==> src/rtl/kcs_pkg.sv <==
// ----------------------------------------------------------------------------
// kcs_pkg
// Shared types, sizes, register indexes and helpers for the k closest
// elements selector.
// ----------------------------------------------------------------------------
`default_nettype none

package kcs_pkg;

  // array and result sizes
  localparam int MAX_ELEMENTS = 64;
  localparam int RESULT_LIMIT = 64;
  localparam int DATA_W       = 32;
  localparam int DIST_W       = DATA_W + 1;
  localparam int ADDR_W       = $clog2(MAX_ELEMENTS);
  localparam int CNT_W        = $clog2(MAX_ELEMENTS + 1);
  localparam int K_W          = 7;
  localparam int CMP_W        = (CNT_W > K_W) ? CNT_W : K_W;

  // configuration register indexes
  localparam int REG_W = 1;
  localparam logic [REG_W-1:0] REG_K_COUNT = 1'b0;
  localparam logic [REG_W-1:0] REG_TARGET  = 1'b1;

  typedef logic [DATA_W-1:0] word_t;
  typedef logic [DIST_W-1:0] dist_t;
  typedef logic [ADDR_W-1:0] addr_t;

  // sequencer states
  typedef enum logic [3:0] {
    ST_LOAD,
    ST_SETUP,
    ST_SCAN,
    ST_GROW_RD,
    ST_GROW_DIST,
    ST_GROW_STEP,
    ST_EMIT_RD,
    ST_EMIT_WAIT,
    ST_EMIT_HOLD
  } state_t;

  // exact absolute difference of two signed words
  function automatic dist_t abs_diff(input word_t a, input word_t b);
    logic signed [DIST_W-1:0] d;
    d = $signed({a[DATA_W-1], a}) - $signed({b[DATA_W-1], b});
    return d[DIST_W-1] ? dist_t'(-d) : dist_t'(d);
  endfunction

endpackage

`default_nettype wire

==> src/rtl/kcs_ram.sv <==
// ----------------------------------------------------------------------------
// kcs_ram
// Element store: one write port and two read ports, read data registered
// in the cycle after the address.
// ----------------------------------------------------------------------------
`default_nettype none

module kcs_ram (
  input  wire logic          clk,
  input  wire logic          we,
  input  wire kcs_pkg::addr_t waddr,
  input  wire kcs_pkg::word_t wdata,
  input  wire kcs_pkg::addr_t ra_addr,
  input  wire kcs_pkg::addr_t rb_addr,
  output      kcs_pkg::word_t ra_data,
  output      kcs_pkg::word_t rb_data
);

  kcs_pkg::word_t mem [kcs_pkg::MAX_ELEMENTS];

  // write port
  always_ff @(posedge clk) begin
    if (we) begin
      mem[waddr] <= wdata;
    end
  end

  // registered read ports
  always_ff @(posedge clk) begin
    ra_data <= mem[ra_addr];
    rb_data <= mem[rb_addr];
  end

endmodule

`default_nettype wire

==> src/rtl/k_closest_in_sorted_array_top.sv <==
// ----------------------------------------------------------------------------
// k_closest_in_sorted_array_top
// Loads a sorted array and streams out the k elements nearest a target.
// ----------------------------------------------------------------------------
// Elements arrive one per request on the slave side and are taken one per
// cycle into a 64-entry store; the request marked tlast closes the array and
// the block stops taking requests until every result has been delivered.
// Selection then runs from the store through a single sequencer with a
// registered memory read: a set-up state, a scan for the nearest element
// when the target lies strictly inside the array's range, k window steps
// that each pass the read, distance and step states, and a read, wait and
// hold state per result, the hold lasting through master-side back-pressure.
// Elements past 64 are dropped, k of zero counts as one and k is clamped to
// the number loaded. Results come out in ascending index order and the last
// one carries tlast. Configuration writes belong in idle periods.
`default_nettype none

module k_closest_in_sorted_array_top (
  input  wire logic        clk,
  input  wire logic        rst,
  // configuration
  input  wire logic        cfg_we,
  input  wire logic [0:0]  cfg_addr,
  input  wire logic [31:0] cfg_wdata,
  // element input
  input  wire logic        s_tvalid,
  output      logic        s_tready,
  input  wire logic [31:0] s_tdata,   // [31:0] element
  input  wire logic        s_tlast,   // is_last
  // result output
  output      logic        m_tvalid,
  input  wire logic        m_tready,
  output      logic [31:0] m_tdata,   // [31:0] chosen
  output      logic        m_tlast    // end_of_run
);

  localparam int CNT_W  = kcs_pkg::CNT_W;
  localparam int K_W    = kcs_pkg::K_W;
  localparam int CMP_W  = kcs_pkg::CMP_W;
  localparam int ADDR_W = kcs_pkg::ADDR_W;

  kcs_pkg::state_t state, state_next;

  // configuration registers
  logic [K_W-1:0]  k_count;
  kcs_pkg::word_t  target_value;

  // load bookkeeping
  logic [CNT_W-1:0] count;
  logic [CNT_W-1:0] n;
  kcs_pkg::word_t   first_elem;
  kcs_pkg::word_t   last_elem;
  logic [K_W-1:0]   k_eff;

  // scan pipeline
  logic [CNT_W-1:0] rd_idx;
  logic             p1_v, p2_v;
  kcs_pkg::addr_t   p1_idx, p2_idx;
  kcs_pkg::dist_t   dist2;
  kcs_pkg::addr_t   best;
  kcs_pkg::dist_t   best_dist;

  // window growth
  logic [CNT_W-1:0] left_p1;
  logic [CNT_W-1:0] right;
  logic [K_W-1:0]   steps;
  kcs_pkg::dist_t   dist_l, dist_r;

  // emission
  logic [CNT_W-1:0] first_idx;
  logic [K_W-1:0]   emit_idx;
  kcs_pkg::word_t   out_data;
  logic             out_last;

  // memory signals
  logic           mem_we;
  kcs_pkg::addr_t ra_addr, rb_addr;
  kcs_pkg::word_t ra_data, rb_data;
  logic [CNT_W-1:0] left_idx;
  logic [CNT_W-1:0] emit_addr;

  logic             in_req;
  logic             out_req;
  logic             has_room;
  logic             at_low, at_high;
  logic [K_W-1:0]   k_sel;
  logic [CMP_W-1:0] k_tmp;
  logic             scan_done;
  logic             take_left;
  logic             emit_last;

  kcs_ram u_ram (
    .clk     (clk),
    .we      (mem_we),
    .waddr   (count[ADDR_W-1:0]),
    .wdata   (s_tdata),
    .ra_addr (ra_addr),
    .rb_addr (rb_addr),
    .ra_data (ra_data),
    .rb_data (rb_data)
  );

  // request strobes and decisions
  always_comb begin
    in_req    = s_tvalid & s_tready;
    out_req   = m_tvalid & m_tready;
    has_room  = (count < CNT_W'(kcs_pkg::MAX_ELEMENTS));
    at_low    = ($signed(target_value) <= $signed(first_elem));
    at_high   = ($signed(target_value) >= $signed(last_elem));
    scan_done = (rd_idx == n) & ~p1_v & ~p2_v;
    emit_last = (emit_idx == (k_eff - K_W'(1)));
    priority if (left_p1 == '0) begin
      take_left = 1'b0;
    end else if (right >= n) begin
      take_left = 1'b1;
    end else begin
      take_left = (dist_l <= dist_r);
    end
  end

  // clamp k to [1, n] and to the result limit
  always_comb begin
    k_tmp = (k_count == '0) ? CMP_W'(1) : CMP_W'(k_count);
    if (k_tmp > CMP_W'(n)) begin
      k_tmp = CMP_W'(n);
    end
    if (k_tmp > CMP_W'(kcs_pkg::RESULT_LIMIT)) begin
      k_tmp = CMP_W'(kcs_pkg::RESULT_LIMIT);
    end
    k_sel = K_W'(k_tmp);
  end

  // next state
  always_comb begin
    state_next = state;
    unique case (state)
      kcs_pkg::ST_LOAD: begin
        if (in_req && s_tlast) begin
          state_next = kcs_pkg::ST_SETUP;
        end
      end
      kcs_pkg::ST_SETUP: begin
        state_next = (at_low || at_high) ? kcs_pkg::ST_EMIT_RD : kcs_pkg::ST_SCAN;
      end
      kcs_pkg::ST_SCAN: begin
        if (scan_done) begin
          state_next = kcs_pkg::ST_GROW_RD;
        end
      end
      kcs_pkg::ST_GROW_RD: begin
        state_next = (steps == k_eff) ? kcs_pkg::ST_EMIT_RD : kcs_pkg::ST_GROW_DIST;
      end
      kcs_pkg::ST_GROW_DIST: state_next = kcs_pkg::ST_GROW_STEP;
      kcs_pkg::ST_GROW_STEP: state_next = kcs_pkg::ST_GROW_RD;
      kcs_pkg::ST_EMIT_RD:   state_next = kcs_pkg::ST_EMIT_WAIT;
      kcs_pkg::ST_EMIT_WAIT: state_next = kcs_pkg::ST_EMIT_HOLD;
      kcs_pkg::ST_EMIT_HOLD: begin
        if (m_tready) begin
          state_next = out_last ? kcs_pkg::ST_LOAD : kcs_pkg::ST_EMIT_RD;
        end
      end
      default: state_next = kcs_pkg::ST_LOAD;
    endcase
  end

  // outputs and memory addresses
  always_comb begin
    s_tready  = (state == kcs_pkg::ST_LOAD);
    m_tvalid  = (state == kcs_pkg::ST_EMIT_HOLD);
    m_tdata   = out_data;
    m_tlast   = out_last;
    mem_we    = s_tready & s_tvalid & has_room;
    left_idx  = left_p1 - CNT_W'(1);
    emit_addr = first_idx + CNT_W'(emit_idx);
    rb_addr   = right[ADDR_W-1:0];
    unique case (state)
      kcs_pkg::ST_GROW_RD: ra_addr = left_idx[ADDR_W-1:0];
      kcs_pkg::ST_EMIT_RD: ra_addr = emit_addr[ADDR_W-1:0];
      default:             ra_addr = rd_idx[ADDR_W-1:0];
    endcase
  end

  // state and configuration registers
  always_ff @(posedge clk) begin
    if (rst) begin
      state        <= kcs_pkg::ST_LOAD;
      k_count      <= K_W'(1);
      target_value <= '0;
    end else begin
      state <= state_next;
      if (cfg_we) begin
        unique case (cfg_addr)
          kcs_pkg::REG_K_COUNT: k_count      <= cfg_wdata[K_W-1:0];
          kcs_pkg::REG_TARGET:  target_value <= cfg_wdata;
          default: ;
        endcase
      end
    end
  end

  // load counter and scan pipeline valids
  always_ff @(posedge clk) begin
    if (rst) begin
      count <= '0;
      p1_v  <= 1'b0;
      p2_v  <= 1'b0;
    end else begin
      if (in_req) begin
        if (s_tlast) begin
          count <= '0;
        end else if (has_room) begin
          count <= count + CNT_W'(1);
        end
      end
      p1_v <= (state == kcs_pkg::ST_SCAN) && (rd_idx < n);
      p2_v <= p1_v;
    end
  end

  // datapath registers
  always_ff @(posedge clk) begin
    // load: keep the end elements of the array
    if (mem_we) begin
      if (count == '0) begin
        first_elem <= s_tdata;
      end
      last_elem <= s_tdata;
    end
    if (in_req && s_tlast) begin
      n <= has_room ? (count + CNT_W'(1)) : count;
    end

    // scan pipeline payload
    p1_idx <= rd_idx[ADDR_W-1:0];
    p2_idx <= p1_idx;
    dist2  <= kcs_pkg::abs_diff(ra_data, target_value);

    unique case (state)
      kcs_pkg::ST_SETUP: begin
        k_eff     <= k_sel;
        best      <= '0;
        best_dist <= kcs_pkg::abs_diff(first_elem, target_value);
        rd_idx    <= CNT_W'(1);
        emit_idx  <= '0;
        if (at_low) begin
          first_idx <= '0;
        end else begin
          first_idx <= n - CNT_W'(k_sel);
        end
      end
      kcs_pkg::ST_SCAN: begin
        if (rd_idx < n) begin
          rd_idx <= rd_idx + CNT_W'(1);
        end
        // first strictly smaller distance wins
        if (p2_v && (dist2 < best_dist)) begin
          best      <= p2_idx;
          best_dist <= dist2;
        end
        left_p1 <= CNT_W'(best);
        right   <= CNT_W'(best);
        steps   <= '0;
      end
      kcs_pkg::ST_GROW_RD: begin
        first_idx <= left_p1;
        emit_idx  <= '0;
      end
      kcs_pkg::ST_GROW_DIST: begin
        dist_l <= kcs_pkg::abs_diff(ra_data, target_value);
        dist_r <= kcs_pkg::abs_diff(rb_data, target_value);
      end
      kcs_pkg::ST_GROW_STEP: begin
        // widen the window by one, ties to the left
        if (take_left) begin
          left_p1 <= left_p1 - CNT_W'(1);
        end else begin
          right <= right + CNT_W'(1);
        end
        steps <= steps + K_W'(1);
      end
      kcs_pkg::ST_EMIT_WAIT: begin
        out_data <= ra_data;
        out_last <= emit_last;
      end
      kcs_pkg::ST_EMIT_HOLD: begin
        if (out_req) begin
          emit_idx <= emit_idx + K_W'(1);
        end
      end
      default: ;
    endcase
  end

endmodule

`default_nettype wire

==> config.mk <==
export PLATFORM = sky130hd
export DESIGN_NAME = k_closest_in_sorted_array_top
export DESIGN_NICKNAME = d
export VERILOG_FILES = /design/src/rtl/kcs_pkg.sv /design/src/rtl/kcs_ram.sv /design/src/rtl/k_closest_in_sorted_array_top.sv
export SDC_FILE = /design/constraint.sdc
export NUM_CORES = 2
export LEC_CHECK = 0
export BUFFER_PORTS_ARGS = -buffer_cell sky130_fd_sc_hd__buf_2
export CAP_MARGIN = 20
export CORE_MARGIN = 1
export CORE_UTILIZATION = 40
export CTS_CLUSTER_SIZE = 12
export DETAILED_ROUTE_END_ITERATION = 10
export PLACE_DENSITY = 0.57
export SLEW_MARGIN = 20
export SYNTH_ARGS = -nofsm -noshare
export SYNTH_HDL_FRONTEND = slang
export SYNTH_SLANG_ARGS = --single-unit
==> constraint.sdc <==
create_clock -name clk -period 7.2 [get_ports clk]
set_input_delay 0.72 -clock clk [delete_from_list [all_inputs] [get_ports clk]]
set_output_delay 0.72 -clock clk [all_outputs]
set_load 0.05 [all_outputs]
==> metrics.md <==
| Metric | Value |
|---|---|
| Outcome | `finished clean` |
| Worst hold path depth | `3` |
| Final Max Slew Viols | `0` |
| CP Cell Sequence | `and4bb_2 > nor2_1 > a21o_4 > buf_12 > buf_12 > and3_1 > a311oi_1 > a311oi_1 > a31oi_1 > a211oi_2 > a21oi_1` |
| DRT Pass-1 Iters | `8` |
| GRT Total Usage | `between 20% and 30%` |
| Power Density | `approximately 360 nW/um^2` |
| FP Rows | `approximately 200` |
| CTS tree | `built` |
| Sw frac | `37.7%` |
| Cell-internal power | `roughly 30 mW` |
| Starting Density | `about two fifths` |
| Clock transition at path regs | `0.06 ns` |
| Pin count of the biggest net entering global routing | `around 160` |
| Final Skew | `roughly 0.073 ns` |
| FF+latch count, synth | `around 2500` |
| Global route overflow | `0` |
| Mean post-synth cell area | `roughly 13 sq um` |
| HP Start | `cfg_wdata[22]` |
| Placed insts | `roughly 13000` |
| Hold endpoint | `target_value[22]` |
| Cells after Synth | `9674` |
| Hold Fails Final Rpt | `0` |
| Io pins | `106` |
| Compound-gate portion of the synthesized area | `under 10%` |
| Syn nets | `9985` |
| RSZ-0062 raised after global routing | `no` |
| Synth unique cells | `100` |
| Cell area after synthesis | `around 120000 sq um` |
| Crit path buf inv count | `2` |
| DR vias | `a little under 90000` |
| Clock Power Share | `about 27%` |
| Post-CTS setup buffer count | `0` |
| CP endpoint kind | `register` |
| Comb pwr share | `36.7%` |
| R2R cell count | `11` |
| CTS H-tree depth | `5` |
| Relative slew slack | `between 15 and 20%` |
| Hold buffers post-CTS | `0` |
| Static leakage | `roughly 47 nW` |
| Max rail drop VDD | `about 0.00034 V` |
| RD Place Congestion | `0.933` |
| Final TNS setup | `0 ns` |
| Share of cells above drive strength 1 | `15.6%` |
| CP delay by family, top | `compound AO/OA/AOI/OAI gates` |
| Antenna violation net count after detailed routing | `0` |
| Post-DP HPWL | `between 200000 and 300000 um` |
| Post-route cell area | `~140000 sq um` |
| CP Max Fanout | `68` |
| Primary FF master, synth | `edfxtp_1` |
| Psw | `~19 mW` |
| Seq pwr share | `between 30 and 40%` |
| Port Buffer Count | `between 100 and 150` |
| CTS Root Cell | `clkbuf_16` |
| Initial DRC count | `~12000` |
| Drt wl/cell | `about 30 um` |
| Die Span X | `around 550 um` |
| Critical path type | `register to register` |
| PostCTS Resize Cnt | `0` |
| MaxCap Viol Count | `0` |
| Total power | `between 40 and 50 mW` |
| Post-Place Cell Area | `~130000 sq um` |
| XOR/XNOR share of the synthesized area | `approximately 1.4%` |
| Crit share post-route | `between 80% and 90%` |
| Post-synth EDFFs | `about 2300` |
| Via density | `around 6.3` |
| P&R area growth vs syn | `11.8%` |
| Core ar. | `303000 sq um` |
| Adder-Cell Fraction of Synth Area | `2.49%` |
| Hold/Removal Path Class | `input pin to register` |
| Non-Filler Instances | `13800` |
| Worst r2r dst | `u_ram.ra_data[19]` |
| CTS Sinks | `roughly 2500` |
| Sequential fraction of the synthesis area | `about 59%` |
| Skew-Pair Late Insertion Delay | `a little under 0.9 ns` |
| Max Fclk | `roughly 170 MHz` |
| CP max stage delay | `between 0.8 and 0.9 ns` |
| Worst Path Arrival | `~6.4 ns` |
| Startpoint Class | `register` |
| Setup violators final | `0` |
| Mux share of post-synthesis cell area | `12.6%` |
| Crit-path slowest cell | `a211oi_2` |
| Internal reg-to-reg setup slack | `roughly 1.4 ns` |
| Nets@finish | `roughly 9900` |
| Ys async rst share | `0%` |
| Largest family of logic cells by synthesized area | `simple AND/OR/NAND/NOR gates` |
| Routed WL | `about 410000 um` |
| CTS Buf Count | `280` |
| Die area | `around 300000 sq um` |
| Final Util | `between 40 and 50%` |
| Vias in the first global route | `around 84000` |
| RR Startpoint | `state[3]` |
| Critical Path Start | `state[3]` |
| Maximum buffer depth of the clock tree | `4` |
| Post-Synth Simple-Gate Area | `14.6%` |
| YS warnings | `0` |
| Initial antenna violation count | `48` |
| Worst Max-Slew Pin Slew | `~1.2 ns` |
| Global-route wire length before repair | `about 590000 um` |
| Die height | `roughly 550 um` |
| Clock period minus worst slack | `between 5 and 6 ns` |
| Critical Path RT | `7.78 ns` |
| DRC violations left | `0` |
-- layout make-up --
type	count	area, sq um
antenna	10	25.0
clock buffer	367	7580
clock inverter	112	833
fill	26800	167000
inverter	201	754
multi-input combinational	6321	46800
sequential	2466	72400
tap	3978	4980
timing repair buffer	338	2910
-- tightest hold or removal path: cells and delay by family --
family / cells / cell delay [ns]
buf+inv: 1 / 0.10
compound gates: 1 / 0.05
simple gates: 1 / 0.05
-- layout by cell type, fill, tap and decap left out, types with 49 or more instances in the layout --
master     synthesis  layout
buf_12             0      49
a21oi_1          311     309
nand2_1         2253    2252
xnor2_1          111     111
mux4_2           672     672
nor2_4             0      66
nand3_1         1068    1068
a31oi_1           99      99
inv_1            201     201
nor2_1           261     195
buf_4              2     182
clkbuf_1         545      69
and3_1           162     162
buf_2             25     106
edfxtp_1        2305    2305
a21o_1            91      89
clkbuf_16          0     286
a311oi_1         328     328
ha_1             235     235
xor2_1            85      85
o21ai_0           95      95
dfxtp_1          161     161
-- registers in the layout (all words and copies together) (netlist names), 7 cells and up --
name           count
dist_l            33
count              7
k_eff              7
steps              7
dist_r            33
dist2             33
m_tdata           32
emit_idx           7
u_ram.mem       2048
last_elem         32
right              7
rd_idx             7
best_dist         33
u_ram.rb_data     32
n                  7
k_count            7
u_ram.ra_data     32
left_p1            7
first_elem        32
target_value      32
-- routing by layer --
layer  up-vias  track usage, %  part of all wire (%)  wire, um
met2      5280            41.1                    46    189000
met1     43900            36.1                    40    164000
li1      36700               -                     -         -
met5         -               0                 0.040       164
met3       873            5.82                    11     45700
met4        26            9.31                   3.7     15300
-- kinds of logic (layout without fill, tap and decap cells) --
kind of cell	count (synthesis)	after routing
buffers and inverters	887	1018
AOI/OAI and AO/OA	1154	1154
xor gates and xnor gates	197	197
adders and majority gates	240	240
other	0	10
and+or+nand+nor	4035	4035
DFF	2466	2466
muxes	695	695
-- synth_stat cells (all sizes together) (15+ instances only) --
library cell	number	area [sq um]
clkbuf	546	2050
xnor2	112	988
nor2b	32	200
and3	162	1010
nand3	1068	5350
dfxtp	161	3220
o21ai	102	510
edfxtp	2305	69200
a31oi	100	632
nor2	261	980
o31ai	21	171
a21o	91	683
a21oi	311	1560
xor2	85	744
mux4	672	15100
nor4	15	113
buf	140	572
a311oi	328	2870
nor3	49	267
or3	19	119
inv	201	754
nand2	2254	8460
nand2b	21	131
mux2i	16	160
a211oi	58	440
and2	32	203
o211ai	15	113
ha	235	2940
nand4	48	300
-- worst max-delay path by stage --
stage                              to  slack, ns  depth (start not counted)
global placement     u_ram.ra_data[5]       0.96                         11
detailed placement  u_ram.ra_data[12]       1.43                         10
floorplan            u_ram.mem[57][0]       1.07                          8
finish              u_ram.ra_data[19]       1.36                         11
global route         u_ram.ra_data[3]       1.10                         12
CTS                 u_ram.ra_data[12]       1.44                         10
-- through the flow --
stage | hold WS (ns) | setup WS, ns
after floorplan | 0.310 | 1.07
after CTS | 0.0678 | 1.44
after global placement | 0.310 | 0.961
after global routing | 0.107 | 1.10
after detailed placement | 0.312 | 1.43
final | 0.108 | 1.36
-- power groups by stage --
stage / Sequential (mW) / Clock [mW] / Combinational [mW]
after floorplan: 17.5 / 0 / 11.5
after global placement: 18.0 / 0 / 17.6
after detailed placement: 18.0 / 0 / 17.7
after CTS: 17.7 / 13.7 / 17.8
after global routing: 17.8 / 14.2 / 19.3
final: 17.7 / 13.5 / 18.1
(Power assumes the default switching activity.)
